--- config.mk ---
export PLATFORM = sky130hd
export DESIGN_NAME = co2_window_average_hysteresis_relay_flat
export DESIGN_NICKNAME = d
export VERILOG_FILES = /design/src/sv/co2_wahr_pkg.sv /design/src/sv/co2_wahr_ifs.sv /design/src/sv/co2_wahr_divider.sv /design/src/sv/co2_window_average_hysteresis_relay.sv /design/src/flat_wrapper.sv
export SDC_FILE = /design/constraint.sdc
export NUM_CORES = 1
export LEC_CHECK = 0
export BUFFER_PORTS_ARGS = -buffer_cell sky130_fd_sc_hd__buf_2
export CAP_MARGIN = 5
export CORE_MARGIN = 3
export CORE_UTILIZATION = 45
export DETAILED_ROUTE_END_ITERATION = 10
export SETUP_SLACK_MARGIN = 0.4
export SYNTH_ARGS = -nofsm -noshare
export SYNTH_HDL_FRONTEND = slang
export SYNTH_SLANG_ARGS = --single-unit
--- constraint.sdc ---
create_clock -name clock -period 7 [get_ports clock]
set_input_delay 0.35 -clock clock [delete_from_list [all_inputs] [get_ports clock]]
set_output_delay 0.35 -clock clock [all_outputs]
set_load 0.05 [all_outputs]
--- src/sv/co2_wahr_pkg.sv ---
`default_nettype none

package co2_wahr_pkg;

   localparam int VALUE_W     = 16;
   localparam int CSR_INDEX_W = 1;
   localparam int CSR_DATA_W  = 16;

   typedef enum logic [CSR_INDEX_W-1:0] {
      CSR_LOWER_LIMIT = 1'b0,
      CSR_UPPER_LIMIT = 1'b1
   } csr_index_type;

   typedef enum logic [1:0] {
      ST_IDLE,
      ST_SUM,
      ST_DIV,
      ST_FINISH
   } state_type;

endpackage

`default_nettype wire

--- src/sv/co2_wahr_ifs.sv ---
`default_nettype none

interface co2_wahr_req_if;
   import co2_wahr_pkg::*;

   logic               valid;
   logic               ready;
   logic               cmd;
   logic [VALUE_W-1:0] sample_value;
   logic               manual_on;

   modport source (output valid, cmd, sample_value, manual_on, input ready);
   modport sink   (input valid, cmd, sample_value, manual_on, output ready);
endinterface

interface co2_wahr_rsp_if;
   import co2_wahr_pkg::*;

   logic               valid;
   logic               ready;
   logic               relay_active;
   logic               relay_changed;
   logic [VALUE_W-1:0] window_average;
   logic               sample_taken;

   modport source (output valid, relay_active, relay_changed, window_average, sample_taken,
                   input ready);
   modport sink   (input valid, relay_active, relay_changed, window_average, sample_taken,
                   output ready);
endinterface

`default_nettype wire

--- src/sv/co2_wahr_divider.sv ---
`default_nettype none

module co2_wahr_divider #(
   parameter int DIVIDEND_W = 19,
   parameter int DIVISOR_W  = 3
) (
   input  wire logic                  clock,
   input  wire logic                  reset,
   input  wire logic                  start,
   input  wire logic [DIVIDEND_W-1:0] dividend,
   input  wire logic [DIVISOR_W-1:0]  divisor,
   output logic                       done,
   output logic [DIVIDEND_W-1:0]      quotient
);
   import co2_wahr_pkg::*;

   localparam int STEP_W = $clog2(DIVIDEND_W + 1);

   logic                  busy_ff;
   logic                  done_ff;
   logic [STEP_W-1:0]     step_ff;
   logic [DIVISOR_W-1:0]  rem_ff;
   logic [DIVISOR_W-1:0]  div_ff;
   logic [DIVIDEND_W-1:0] quo_ff;

   logic [DIVISOR_W:0]    rem_shift;
   logic [DIVISOR_W:0]    rem_diff;
   logic                  fits;
   logic [DIVISOR_W-1:0]  rem_in;
   logic [DIVIDEND_W-1:0] quo_in;

   // one quotient bit per cycle, restoring form
   always_comb begin
      rem_shift = {rem_ff, quo_ff[DIVIDEND_W-1]};
      rem_diff  = rem_shift - {1'b0, div_ff};
      fits      = (rem_shift >= {1'b0, div_ff});
      rem_in    = fits ? rem_diff[DIVISOR_W-1:0] : rem_shift[DIVISOR_W-1:0];
      quo_in    = {quo_ff[DIVIDEND_W-2:0], fits};
   end

   always_ff @(posedge clock) begin
      if (reset) begin
         busy_ff <= 1'b0;
         done_ff <= 1'b0;
         step_ff <= '0;
      end else begin
         done_ff <= 1'b0;
         if (start) begin
            busy_ff <= 1'b1;
            step_ff <= '0;
         end else if (busy_ff) begin
            step_ff <= step_ff + STEP_W'(1);
            if (step_ff == STEP_W'(DIVIDEND_W - 1)) begin
               busy_ff <= 1'b0;
               done_ff <= 1'b1;
            end
         end
      end
   end

   always_ff @(posedge clock) begin
      if (start) begin
         quo_ff <= dividend;
         rem_ff <= '0;
         div_ff <= divisor;
      end else if (busy_ff) begin
         quo_ff <= quo_in;
         rem_ff <= rem_in;
      end
   end

   assign done     = done_ff;
   assign quotient = quo_ff;

endmodule

`default_nettype wire

--- src/sv/co2_window_average_hysteresis_relay.sv ---
`default_nettype none

// Windowed gas-concentration average driving a relay with hysteresis.
// req_chan carries one item: a sample (cmd 0) or a manual relay set (cmd 1).
// rsp_chan returns exactly one item per request item: relay state, changed
// flag, window average and a sample-taken flag. csr_* writes the lower and
// upper limits; write them only while the block is idle.
// A nonzero sample is written into the ring memory on accept, then the ring
// is swept one entry per cycle through its registered read port, and the sum
// is divided by the count of filled entries in a bit-serial divider.
// A manual or zero-sample item goes straight to the finish state; a stored
// sample first passes through the ring sweep and the divider. Either way the
// result is then loaded into the registered rsp output.
// One item is worked on at a time; the next item is accepted once the result
// has moved into the output register, even while the receiver stalls it.
// Reset clears the limits, relay, write slot and per-entry valid bits, so the
// ring reads as empty; no clearing pass is needed.
module co2_window_average_hysteresis_relay #(
   parameter int WINDOW_LEN = 6
) (
   input  wire logic                                  clock,
   input  wire logic                                  reset,
   co2_wahr_req_if.sink                               req_chan,
   co2_wahr_rsp_if.source                             rsp_chan,
   input  wire logic                                  csr_we,
   input  wire logic [co2_wahr_pkg::CSR_INDEX_W-1:0]  csr_index,
   input  wire logic [co2_wahr_pkg::CSR_DATA_W-1:0]   csr_wdata
);
   import co2_wahr_pkg::*;

   localparam int CNT_W = $clog2(WINDOW_LEN + 1);
   localparam int IDX_W = (WINDOW_LEN > 1) ? $clog2(WINDOW_LEN) : 1;
   localparam int SUM_W = VALUE_W + CNT_W;

   state_type state_ff, state_in;

   logic [VALUE_W-1:0]    lower_ff, upper_ff;
   logic                  relay_ff;
   logic [IDX_W-1:0]      slot_ff;
   logic [WINDOW_LEN-1:0] valid_ff;
   logic [VALUE_W-1:0]    window_mem [WINDOW_LEN];

   logic [CNT_W-1:0]      rd_idx_ff;
   logic                  rd_pend_ff;
   logic                  rd_hit_ff;
   logic [VALUE_W-1:0]    rd_data_ff;
   logic [SUM_W-1:0]      sum_ff;
   logic [CNT_W-1:0]      cnt_ff;

   logic                  cmd_ff, manual_ff, taken_ff;
   logic [VALUE_W-1:0]    avg_ff;

   logic                  rsp_valid_ff, rsp_relay_ff, rsp_changed_ff, rsp_taken_ff;
   logic [VALUE_W-1:0]    rsp_avg_ff;

   logic                  req_ready, req_acc, store;
   logic                  issue, sweep_done, div_start, div_done, rsp_load;
   logic [SUM_W-1:0]      div_quo;
   logic                  relay_in, changed_in;

   assign req_acc    = req_chan.valid && req_ready;
   assign store      = req_acc && !req_chan.cmd && (req_chan.sample_value != '0);
   assign issue      = (state_ff == ST_SUM) && (rd_idx_ff != CNT_W'(WINDOW_LEN));
   assign sweep_done = (rd_idx_ff == CNT_W'(WINDOW_LEN)) && !rd_pend_ff;

   always_comb begin
      state_in = state_ff;
      unique case (state_ff)
         ST_IDLE:   if (req_acc) state_in = store ? ST_SUM : ST_FINISH;
         ST_SUM:    if (sweep_done) state_in = ST_DIV;
         ST_DIV:    if (div_done) state_in = ST_FINISH;
         ST_FINISH: if (rsp_load) state_in = ST_IDLE;
         default:   state_in = ST_IDLE;
      endcase
   end

   always_comb begin
      req_ready = 1'b0;
      div_start = 1'b0;
      rsp_load  = 1'b0;
      unique case (state_ff)
         ST_IDLE:   req_ready = 1'b1;
         ST_SUM:    div_start = sweep_done;
         ST_DIV:    ;
         ST_FINISH: rsp_load  = !rsp_valid_ff || rsp_chan.ready;
         default:   ;
      endcase
   end

   // hysteresis rule; the relay state decides which test can apply
   always_comb begin
      relay_in   = relay_ff;
      changed_in = 1'b0;
      if (cmd_ff) begin
         relay_in = manual_ff;
      end else if (taken_ff) begin
         if (avg_ff > upper_ff && !relay_ff) begin
            relay_in   = 1'b1;
            changed_in = 1'b1;
         end else if (avg_ff < lower_ff && relay_ff) begin
            relay_in   = 1'b0;
            changed_in = 1'b1;
         end
      end
   end

   always_ff @(posedge clock) begin
      if (reset) begin
         state_ff     <= ST_IDLE;
         lower_ff     <= '0;
         upper_ff     <= '0;
         relay_ff     <= 1'b0;
         slot_ff      <= '0;
         valid_ff     <= '0;
         rd_pend_ff   <= 1'b0;
         rsp_valid_ff <= 1'b0;
      end else begin
         state_ff   <= state_in;
         rd_pend_ff <= issue;
         if (csr_we) begin
            unique case (csr_index_type'(csr_index))
               CSR_LOWER_LIMIT: lower_ff <= csr_wdata[VALUE_W-1:0];
               CSR_UPPER_LIMIT: upper_ff <= csr_wdata[VALUE_W-1:0];
               default:         ;
            endcase
         end
         if (store) begin
            valid_ff[slot_ff] <= 1'b1;
            slot_ff <= (slot_ff == IDX_W'(WINDOW_LEN - 1)) ? '0 : slot_ff + IDX_W'(1);
         end
         if (rsp_load) begin
            relay_ff     <= relay_in;
            rsp_valid_ff <= 1'b1;
         end else if (rsp_chan.ready) begin
            rsp_valid_ff <= 1'b0;
         end
      end
   end

   always_ff @(posedge clock) begin
      if (store) begin
         window_mem[slot_ff] <= req_chan.sample_value;
      end
      if (issue) begin
         rd_data_ff <= window_mem[rd_idx_ff[IDX_W-1:0]];
         rd_hit_ff  <= valid_ff[rd_idx_ff[IDX_W-1:0]];
      end
   end

   always_ff @(posedge clock) begin
      if (req_acc) begin
         cmd_ff    <= req_chan.cmd;
         manual_ff <= req_chan.manual_on;
         taken_ff  <= store;
         avg_ff    <= '0;
         rd_idx_ff <= '0;
         sum_ff    <= '0;
         cnt_ff    <= '0;
      end else begin
         if (issue) begin
            rd_idx_ff <= rd_idx_ff + CNT_W'(1);
         end
         // stored entries are nonzero, so a valid entry counts
         if (rd_pend_ff && rd_hit_ff) begin
            sum_ff <= sum_ff + SUM_W'(rd_data_ff);
            cnt_ff <= cnt_ff + CNT_W'(1);
         end
         if (div_done) begin
            avg_ff <= div_quo[VALUE_W-1:0];
         end
      end
      if (rsp_load) begin
         rsp_relay_ff   <= relay_in;
         rsp_changed_ff <= changed_in;
         rsp_avg_ff     <= avg_ff;
         rsp_taken_ff   <= taken_ff;
      end
   end

   co2_wahr_divider #(
      .DIVIDEND_W (SUM_W),
      .DIVISOR_W  (CNT_W)
   ) u_divider (
      .clock    (clock),
      .reset    (reset),
      .start    (div_start),
      .dividend (sum_ff),
      .divisor  (cnt_ff),
      .done     (div_done),
      .quotient (div_quo)
   );

   assign req_chan.ready          = req_ready;
   assign rsp_chan.valid          = rsp_valid_ff;
   assign rsp_chan.relay_active   = rsp_relay_ff;
   assign rsp_chan.relay_changed  = rsp_changed_ff;
   assign rsp_chan.window_average = rsp_avg_ff;
   assign rsp_chan.sample_taken   = rsp_taken_ff;

endmodule

`default_nettype wire

--- src/flat_wrapper.sv ---
// flat-port wrapper written by rule: the top's interface ports become plain ports
module co2_window_average_hysteresis_relay_flat import co2_wahr_pkg::*;
#(
   parameter int WINDOW_LEN = 6
)
  (clock, reset, csr_we, csr_index, csr_wdata, req_chan_valid, req_chan_cmd, req_chan_sample_value, req_chan_manual_on, req_chan_ready, rsp_chan_valid, rsp_chan_relay_active, rsp_chan_relay_changed, rsp_chan_window_average, rsp_chan_sample_taken, rsp_chan_ready);
  co2_wahr_req_if req_chan_i ();
  co2_wahr_rsp_if rsp_chan_i ();
  input  wire logic clock;
  input  wire logic reset;
  input  wire logic csr_we;
  input  wire logic [co2_wahr_pkg::CSR_INDEX_W-1:0] csr_index;
  input  wire logic [co2_wahr_pkg::CSR_DATA_W-1:0] csr_wdata;
  input wire logic [$bits(req_chan_i.valid)-1:0] req_chan_valid;
  input wire logic [$bits(req_chan_i.cmd)-1:0] req_chan_cmd;
  input wire logic [$bits(req_chan_i.sample_value)-1:0] req_chan_sample_value;
  input wire logic [$bits(req_chan_i.manual_on)-1:0] req_chan_manual_on;
  output wire logic [$bits(req_chan_i.ready)-1:0] req_chan_ready;
  output wire logic [$bits(rsp_chan_i.valid)-1:0] rsp_chan_valid;
  output wire logic [$bits(rsp_chan_i.relay_active)-1:0] rsp_chan_relay_active;
  output wire logic [$bits(rsp_chan_i.relay_changed)-1:0] rsp_chan_relay_changed;
  output wire logic [$bits(rsp_chan_i.window_average)-1:0] rsp_chan_window_average;
  output wire logic [$bits(rsp_chan_i.sample_taken)-1:0] rsp_chan_sample_taken;
  input wire logic [$bits(rsp_chan_i.ready)-1:0] rsp_chan_ready;
  assign req_chan_i.valid = req_chan_valid;
  assign req_chan_i.cmd = req_chan_cmd;
  assign req_chan_i.sample_value = req_chan_sample_value;
  assign req_chan_i.manual_on = req_chan_manual_on;
  assign req_chan_ready = req_chan_i.ready;
  assign rsp_chan_valid = rsp_chan_i.valid;
  assign rsp_chan_relay_active = rsp_chan_i.relay_active;
  assign rsp_chan_relay_changed = rsp_chan_i.relay_changed;
  assign rsp_chan_window_average = rsp_chan_i.window_average;
  assign rsp_chan_sample_taken = rsp_chan_i.sample_taken;
  assign rsp_chan_i.ready = rsp_chan_ready;
  co2_window_average_hysteresis_relay #(.WINDOW_LEN(WINDOW_LEN)) u_core (.clock(clock), .reset(reset), .req_chan(req_chan_i), .rsp_chan(rsp_chan_i), .csr_we(csr_we), .csr_index(csr_index), .csr_wdata(csr_wdata));
endmodule
==> results of run 1 <==
[layer usage]
metal,wire length (um),up-vias,part of all wire,GRT usage
li1,-,3505,-,-
met4,470,0,0.021,0.0408
met3,788,38,0.036,0.0231
met2,10700,107,0.48,0.288
met1,10200,3330,0.46,0.227
met5,0,-,0,0
[through the flow]
stage | hold WS (ns) | total power [mW]
6_report | 0.0284 | 4.24
5_1_grt | 0.0169 | 4.47
4_1_cts | 0.00633 | 4.29
3_5_place_dp | 0.447 | 2.80
3_3_place_gp | 0.443 | 2.78
2_1_floorplan | 0.422 | 2.57
[synthesized netlist by cell type, drive strengths merged (7+ instances only)]
cell	count	area, um^2
edfxtp	157	4710
nand2b	15	93.8
a21oi	80	408
buf	11	52.5
o21a	7	52.6
mux2i	37	370
ha	59	738
mux4	17	383
nand2	159	597
clkbuf	28	105
nor2	75	282
o21ai	13	65.1
nand3	10	50.1
xnor2	13	114
a21o	13	98.9
a211oi	10	75.1
dfxtp	97	1940
inv	54	203
[registers in the layout, indices dropped and copies added (netlist names), 2 cells and up]
signal,flops
u_core.upper_ff,16
u_core.cnt_ff,3
u_core.state_ff,2
u_core.lower_ff,16
u_core.slot_ff,3
u_core.u_divider.quotient,19
u_core.rsp_chan.window_average,16
u_core.u_divider.rem_ff,3
u_core.sum_ff,19
u_core.u_divider.div_ff,3
u_core.avg_ff,16
u_core.rd_data_ff,16
u_core.rd_idx_ff,3
u_core.u_divider.step_ff,5
u_core.window_mem,96
u_core.valid_ff,6
[worst max-delay path, stage by stage (launching register included)]
cell,delay (ns)
dfxtp_1,0.92
ha_1,0.28
nand2_1,0.08
nor2_1,0.09
nand2_1,0.43
nand2b_1,0.86
[layout by cell type (no fill, tap or decap), types with 27 or more instances in the layout]
cell / Yosys / layout
a21oi_1: 78 / 78
buf_2: 3 / 60
clkbuf_16: 0 / 27
dfxtp_1: 97 / 96
edfxtp_1: 157 / 157
ha_1: 59 / 59
inv_1: 54 / 54
mux2i_1: 37 / 37
nand2_1: 159 / 159
nor2_1: 75 / 75
[cell families after synthesis]
family / after synthesis
multiplexers: 55
AO/OA/AOI/OAI: 171
XOR/XNOR: 19
flip-flops: 254
AND/OR/NAND/NOR: 294
adder cells (fa/ha/maj): 61
buffers and inverters: 93
[layout make-up]
cell class	instances	area [um^2]	area share
Clock buffer	35	736	0.0580
Multi-Input combinational cell	600	4110	0.324
Tap cell	319	399	0.0315
Timing Repair Buffer	70	378	0.0298
Clock inverter	15	199	0.0157
Sequential cell	254	6660	0.525
Inverter	54	203	0.0160
[timing repair]
action,4_1_cts,5_1_grt
gates resized for setup,0,0
hold endpoints to repair,1,0
hold buffers,1,0
setup endpoints to repair,0,0
[path summary, 6_finish.rpt]
check | to | slack [ns] | depth (start not counted)
setup / recovery | u_core.u_divider.quotient[5]$_DFFE_PP_ | 3.93 | 5
hold / removal | u_core.cmd_ff$_DFFE_PP_ | 0.03 | 1
setup reg to reg | u_core.u_divider.quotient[5]$_DFFE_PP_ | 3.93 | 5
hold reg to reg | u_core.lower_ff[7]$_SDFFE_PP0P_ | 0.45 | 2
[power groups by stage]
stage	Clock [mW]	Sequential (mW)	Combinational, mW
final	1.48	1.85	0.907
after global routing	1.59	1.87	1.02
after CTS	1.52	1.86	0.916
after detailed placement	0	1.89	0.911
after global placement	0	1.89	0.898
after floorplan	0	1.87	0.703
==> metrics, run 1 <==
status=finished, final reports clean; die area=roughly 27,000 um^2; final critical-path setup slack=~4 ns; CP endpoint kind=flop; layout cells sized above 1=0.146; Ys Warns=0; DP Area=~12,000 um^2; CP required=approximately 7.2 ns; setup tns final=0 ns; Clock Tree Root=clkbuf_16; sequential power share=0.437; Clock power frac=0.350; Yosys reg bits=254; min Tclk post-route=3.07 ns; DP Wirelength=about 15,000 um; Pwr per Cell Area=about 330 nW/um^2; placed instance count=around 1,300; Avg Cell Area, Syn=about 12 um^2; P&R area growth vs syn=14.0%; adder-cell share of the synthesized area=0.0700; total gr overflow=0; Comb pwr share=0.214; largest net degree at the start of global routing=approximately 50; Worst Setup SP=u_core.rd_idx_ff[1]$_SDFFE_PP0P_; EDFF count, synth=around 160; Initial Util=0.466; GR Util All Layers=0.168; combinational family with the most area after synthesis=simple AND/OR/NAND/NOR gates; worst-skew pair later-pin latency=0.55 ns; final core occ=0.531; Worst-Margin Slew=between 1 and 1.5 ns; Leakage=4.82 nW; post-synthesis sequential area ratio=0.598; Psw=approximately 1.2 mW; Sw Ratio=0.290; Finished Layout Cells=around 1,300; Mapped Cells=947; Hold/Removal Path Class=in2reg; CP Max Fanout=23; # fillers=around 2,100; Clock Path Buffers=3; ys flop type=edfxtp_1; Vias/cell=5.18; initial antenna violation count=0; antenna cells=0; die width=between 150 and 200 um; relative slew slack=0.192; first-pass GRT wire length=36,400 um; WL/cell=16.4 um; Initial DRC Count=about 440; Ports=between 60 and 70; HP Start=req_chan_cmd; Worst Skew=around 0.028 ns; Post-DRT Antenna Nets=0; number of global-route vias before repair=6,986; final setup violation count=0; via count=roughly 7,000; syn nets=around 1,000; Post-CTS Setup Repair Bufs=0; Remaining DRCs=0; number of max-cap violations=0; Synth cell types=63; Post-Synth XOR/XNOR Area=0.0150; Synth Area in Compound Gates=0.103; DR pass1 iterations=7; worst r2r src=u_core.rd_idx_ff[1]$_SDFFE_PP0P_; crit start category=flop; Die H=163 um; simple-gate share of the synthesized area=0.112; CTS Sinks=roughly 250; Final #Nets=roughly 1,100; mux cell area share after synthesis=0.0687; Finished Cell Area=12,700 um^2; Max VDD drop=around 0.21 mV; Crit path arrival time=roughly 3.2 ns; PortBufs=60; Slew Limit Fails=0; Final GP Congestion=a little under 0.8; DP Worst Slack=between 3 and 4 ns; row count=56; critical path class=reg2reg; core area=23,900 um^2; Mapped Area=11,100 um^2; RSZ-0062 raised after global routing=no; fin crit share=0.438; endpoints failing hold=0; final WL=roughly 22,000 um; H-Tree Depth=1; total CTS buffers=27; CTS tree=done; async set-reset flop share out of synthesis=0; Pint=approximately 3.0 mW; max frequency=roughly 330 MHz; clk slew on worst S/H paths=0.06 ns
Power figures use the tool's default switching activity.
==> inputs of run 2 (changes only) <==
Clock period 7 ns to 3.1 ns, I/O delays scaled along.
==> run 2 against run 1 <==
Compared with the run above: final cell count rose by 3.3%; clock power is 110% higher; sequential power is 120% higher; flip-flop and latch count stayed put; register-to-register slack got worse by 3.4 ns; worst setup slack got worse by 3.4 ns; combinational power increased by 140%; utilization increased by 1.4 points; critical path type unchanged; largest cell class unchanged.
==> metrics, run 2 (synthesis gave the netlist of run 1 again) <==
status=finished, final reports clean; Hold/Removal Path Class=in2reg; DP Area=11,800 um^2 (+0.70%); Vias/cell=5.12 (-1.1%); DP Wirelength=15,200 um (-0.43%); Pwr per Cell Area=718 nW/um^2 (+110%); core area=23,900 um^2 (unchanged); DR pass1 iterations=5 (-2); Worst-Margin Slew=0.921 ns (-0.288 ns); critical path class=reg2reg; placed instance count=1,307 (+0.85%); crit start category=flop; P&R area growth vs syn=17.1%; Post-DRT Antenna Nets=0 (unchanged); sequential power share=0.441 (+0.004); Clock power frac=0.330 (-0.020); number of max-cap violations=0 (unchanged); fin crit share=0.814 (+0.376); HP Start=req_chan_valid; number of global-route vias before repair=7,120 (+1.9%); final WL=21,900 um (-0.71%); Hold Path End=u_core.state_ff[1]$_SDFFE_PP0P_; worst-skew pair later-pin latency=0.53 ns (-0.02 ns); Psw=2.71 mW (+120%); Initial Util=0.466 (unchanged); worst r2r src=u_core.rd_data_ff[0]$_DFFE_PP_; layout cells sized above 1=0.147 (+0.00147); row count=56 (unchanged); WL/cell=15.8 um (-3.9%); clk slew on worst S/H paths=0.06 ns (about the same); most common cell after layout, fill and taps aside=nand2_1; total gr overflow=0 (unchanged); PortBufs=60 (unchanged); antenna cells=0 (unchanged); endpoints failing hold=0 (unchanged); Post-CTS Setup Repair Bufs=0 (unchanged); Final #Nets=1,153 (+4.1%); first-pass GRT wire length=36,600 um (+0.57%); Leakage=4.98 nW (+3.3%); Crit path arrival time=2.98 ns (-0.24 ns); die width=163 um (unchanged); Sw Ratio=0.290 (about the same); Clock Tree Root=clkbuf_16; Finished Layout Cells=1,391 (+3.3%); total CTS buffers=27 (unchanged); setup tns final=0 ns (unchanged); CTS Sinks=254 (unchanged); Tot Pwr=9.35 mW (+120%); GR Util All Layers=0.169 (+0.00111); max FFs per register=96 (unchanged); CP required=3.56 ns (-3.59 ns); final setup violation count=0 (unchanged); relative slew slack=0.386 (+0.193); Ports=61 (unchanged); Clock Path Buffers=3 (unchanged); Pint=6.64 mW (+120%); Remaining DRCs=0 (unchanged); Final GP Congestion=0.815 (+3.9%); Slew Limit Fails=0 (unchanged); Die H=163 um (unchanged); Finished Cell Area=13,000 um^2 (+2.7%); Max VDD drop=0.498 mV (+130%); r2r endpoint=u_core.sum_ff[18]$_SDFFE_PP0P_; CP endpoint kind=flop; final critical-path setup slack=0.576 ns (-3.36 ns); CTS tree=done; via count=7,126 (+2.1%); Biggest register=u_core.window_mem; largest net degree at the start of global routing=37 (-24%); H-Tree Depth=1 (unchanged); Comb pwr share=0.229 (+0.015); worst hold path depth=4 (+3); min Tclk post-route=2.52 ns (-0.543 ns); RSZ-0062 raised after global routing=no; Initial DRC Count=405 (-8.6%); worst r2r path cells=8 (+3); initial antenna violation count=0 (unchanged); most frequent cells in the layout=nand2_1, edfxtp_1, dfxtp_1; max frequency=396 MHz (+22%); DP Worst Slack=0.616 ns (-3.21 ns); Worst Skew=0.0173 ns (-0.0105 ns); flop2flop setup slack=0.58 ns (-3.36 ns); CP Max Fanout=4 (-83%); die area=26,600 um^2 (unchanged)
[run 2: timing repair]
action,4_1_cts,5_1_grt
hold buffers,35,0
gates resized for setup,0,0
endpoints found under the hold margin,131,0
[run 2: worst max-delay path by stage]
stage | slack [ns] | to | depth (start not counted) | startpoint
6_report | 0.58 | u_core.sum_ff[18]$_SDFFE_PP0P_ | 8 | u_core.rd_data_ff[0]$_DFFE_PP_
5_1_grt | 0.43 | u_core.sum_ff[18]$_SDFFE_PP0P_ | 8 | u_core.rd_data_ff[0]$_DFFE_PP_
4_1_cts | 0.55 | u_core.sum_ff[18]$_SDFFE_PP0P_ | 8 | u_core.rd_data_ff[0]$_DFFE_PP_
3_5_place_dp | 0.62 | u_core.sum_ff[18]$_SDFFE_PP0P_ | 8 | u_core.rd_data_ff[0]$_DFFE_PP_
3_3_place_gp | 0.66 | u_core.sum_ff[10]$_SDFFE_PP0P_ | 8 | u_core.rd_data_ff[0]$_DFFE_PP_
2_1_floorplan | 0.40 | u_core.window_mem[5][0]$_DFFE_PP_ | 8 | u_core.state_ff[0]$_SDFFE_PP0P_
[run 2: power groups by stage]
stage / Clock [mW] / Sequential [mW] / Combinational [mW]
floorplan: 0 / 4.21 / 1.59
global placement: 0 / 4.19 / 2.12
detailed placement: 0 / 4.20 / 2.13
CTS: 3.15 / 4.13 / 2.17
global route: 3.31 / 4.16 / 2.40
finish: 3.08 / 4.13 / 2.14
[run 2: stage by stage]
stage	hold slack (ns)	utilization
6_report	0.0923	0.545
4_1_cts	0.0742	0.545
5_1_grt	0.126	0.545
3_5_place_dp	0.367	0.495
2_1_floorplan	0.254	-
3_3_place_gp	0.366	0.495
[run 2: cell type report]
class / count / area (um^2)
timing repair buffer: 115 / 801
clock buffer: 34 / 722
clock inverter: 15 / 134
multi-input combinational: 600 / 4110
inverter: 54 / 203
tap: 319 / 399
fill: 2075 / 10900
sequential: 254 / 6660
[run 2: metal layers]
layer	vias to the layer above	routed length, um	track usage
met5	-	0	0
met4	0	366	0.0388
met3	27	622	0.0213
met2	99	10600	0.289
met1	3398	10300	0.233
li1	3602	-	-
[run 2: critical path: stages, from the launching register on]
cell	delay, ns
edfxtp_1	0.37
ha_1	0.22
fa_1	0.43
a211o_1	0.35
a21oi_2	0.26
a2111oi_4	0.13
o2111a_1	0.29
o2111ai_2	0.19
mux2i_1	0.20
==> inputs of run 3 (changes only) <==
Clock period 3.1 ns to 2.4 ns, I/O delays scaled along.
==> run 3 against run 2 <==
Compared with the run above: register-to-register slack worse by 0.43 ns; cell area grew 4.9%; critical endpoint unchanged; via count is 2.4% higher; first-iteration DRC count down 1.2%; worst setup slack lost 0.43 ns; utilization is 2.7 points higher; clock power increased by 32%; count of clock-buffer cells in the layout up 3; sequential power rose by 29%; flip-flop and latch count is the same; largest power group unchanged; largest cell class unchanged.
==> metrics, run 3 (synthesis gave the netlist of run 1 again) <==
max frequency=443 MHz (+12%); Hold Path End=u_core.lower_ff[5]$_SDFFE_PP0P_; Final #Nets=1,182 (+2.5%); Biggest register=u_core.window_mem; CP endpoint kind=flop; P&R area growth vs syn=22.9%; antenna cells=0 (unchanged); core area=23,900 um^2 (unchanged); GR Util All Layers=0.177 (+0.00792); relative slew slack=0.512 (+0.126); endpoints failing hold=0 (unchanged); Post-DRT Antenna Nets=0 (unchanged); DR pass1 iterations=5 (unchanged); DP Wirelength=15,600 um (+2.9%); Die H=163 um (unchanged); Pwr per Cell Area=919 nW/um^2 (+28%); r2r endpoint=u_core.sum_ff[18]$_SDFFE_PP0P_; Clock Tree Root=clkbuf_16; # fillers=1,976 (-4.8%); worst hold path depth=5 (+1); Clock Path Buffers=3 (unchanged); row count=56 (unchanged); Finished Layout Cells=1,421 (+2.2%); total CTS buffers=28 (+3.7%); worst-skew pair later-pin latency=0.54 ns (about the same); die width=163 um (unchanged); Crit-path slowest cell=edfxtp_1; Initial DRC Count=400 (-1.2%); critical path class=reg2reg; Slew Limit Fails=0 (unchanged); Ports=61 (unchanged); CP Max Fanout=4 (unchanged); largest net degree at the start of global routing=47 (+27%); max FFs per register=96 (unchanged); first-pass GRT wire length=37,800 um (+3.4%); Crit path arrival time=2.73 ns (-0.25 ns); most common cell after layout, fill and taps aside=edfxtp_1; Vias/cell=5.13 (+0.21%); number of global-route vias before repair=7,195 (+1.1%); crit path cell chain=ha_2 > fa_2 > a211o_1 > a21oi_4 > a2111oi_4 > o2111a_1 > o2111ai_2 > mux2i_1; Psw=3.66 mW (+35%); clk slew on worst S/H paths=0.06 ns (about the same); Clock power frac=0.324 (-0.006); flop2flop setup slack=0.14 ns (-0.43 ns); Worst-Margin Slew=0.732 ns (-0.189 ns); HP Start=csr_index; CTS tree=done; Hold/Removal Path Class=in2reg; CTS Sinks=254 (unchanged); setup tns final=0 ns (unchanged); Worst Skew=0.0142 ns (-0.00306 ns); total gr overflow=0 (unchanged); Max VDD drop=0.618 mV (+24%); Remaining DRCs=0 (unchanged); worst r2r src=u_core.rd_data_ff[0]$_DFFE_PP_; placed instance count=1,311 (+0.31%); final setup violation count=0 (unchanged); CP required=2.87 ns (-0.69 ns); worst r2r path cells=8 (unchanged); Final GP Congestion=0.800 (-1.7%); Comb pwr share=0.251 (+0.022); Pint=8.89 mW (+34%); crit start category=flop; final WL=23,200 um (+5.7%); status=finished, final reports clean; RSZ-0062 raised after global routing=yes; H-Tree Depth=1 (unchanged); layout cells sized above 1=0.215 (+0.0677); die area=26,600 um^2 (unchanged); fin crit share=0.940 (+0.126); sequential power share=0.425 (-0.016); Initial Util=0.466 (unchanged); slowest stage delay, CP=0.37 ns (-0.06 ns); min Tclk post-route=2.26 ns (-0.268 ns); most frequent cells in the layout=edfxtp_1, nand2_1, dfxtp_1; Leakage=5.21 nW (+4.5%); number of max-cap violations=0 (unchanged); Tot Pwr=12.6 mW (+34%); WL/cell=16.3 um (+3.5%); Sw Ratio=0.292 (+0.00138); initial antenna violation count=0 (unchanged); PortBufs=60 (unchanged); via count=7,295 (+2.4%)
run 3: cell type report:
class                           count  area (um^2)  area share
Clock buffer                       37          754      0.0552
Clock inverter                     14          131     0.00961
Inverter                           54          206      0.0151
Multi-Input combinational cell    600         4400       0.322
Sequential cell                   254         6670       0.488
Tap cell                          319          399      0.0292
Timing Repair Buffer              143         1110      0.0809
run 3: worst max-delay path, delay by kind of cell (launching register included):
family                   cells  cell delay [ns]
flip-flops                   1             0.37
adder cells (fa/ha/maj)      2             0.55
multiplexers                 1             0.19
AO/OA/AOI/OAI                5             1.09
run 3: routing by layer:
metal | global-route usage | wire [um]
met5 | 0 | 0
met4 | 0.0415 | 472
met1 | 0.233 | 10400
met2 | 0.311 | 11500
met3 | 0.0256 | 775
run 3: timing repair:
action | 4_1_cts | 5_1_grt
hold endpoints to repair | 136 | 0
cloned | 1 | 0
pin swaps | 15 | 19
hold buffers | 37 | 0
setup buffers | 15 | 6
resized for setup | 33 | 19
endpoints found under the setup margin | 106 | 80
run 3: how the worst max path moves through the flow:
stage / startpoint / to / slack (ns) / cells past startpoint
final: u_core.rd_data_ff[0]$_DFFE_PP_ / u_core.sum_ff[18]$_SDFFE_PP0P_ / 0.14 / 8
after global routing: u_core.rd_data_ff[0]$_DFFE_PP_ / u_core.sum_ff[16]$_SDFFE_PP0P_ / 0.07 / 8
after CTS: u_core.rd_data_ff[0]$_DFFE_PP_ / u_core.sum_ff[18]$_SDFFE_PP0P_ / 0.12 / 8
after detailed placement: u_core.rd_data_ff[0]$_DFFE_PP_ / u_core.sum_ff[18]$_SDFFE_PP0P_ / 0.1 / 8
after global placement: u_core.rd_data_ff[0]$_DFFE_PP_ / u_core.sum_ff[18]$_SDFFE_PP0P_ / 0.13 / 8
after floorplan: u_core.rd_data_ff[0]$_DFFE_PP_ / u_core.sum_ff[18]$_SDFFE_PP0P_ / 0.22 / 8
run 3: through the flow:
step	area (um^2)	utilization	hold slack [ns]	setup WS, ns
2_1_floorplan	11300	-	0.219	0.221
3_3_place_gp	12000	0.501	0.318	0.129
3_5_place_dp	12000	0.501	0.314	0.0964
4_1_cts	13500	0.566	0.0703	0.118
5_1_grt	13700	0.572	0.134	0.0730
6_report	13700	0.572	0.0972	0.144
run 3: power groups by stage:
stage	sequential, mW	clock (mW)	combinational, mW
after floorplan	5.45	0	2.22
after global placement	5.42	0	2.83
after detailed placement	5.43	0	2.86
after CTS	5.34	4.18	3.08
after global routing	5.38	4.37	3.49
final	5.34	4.07	3.15
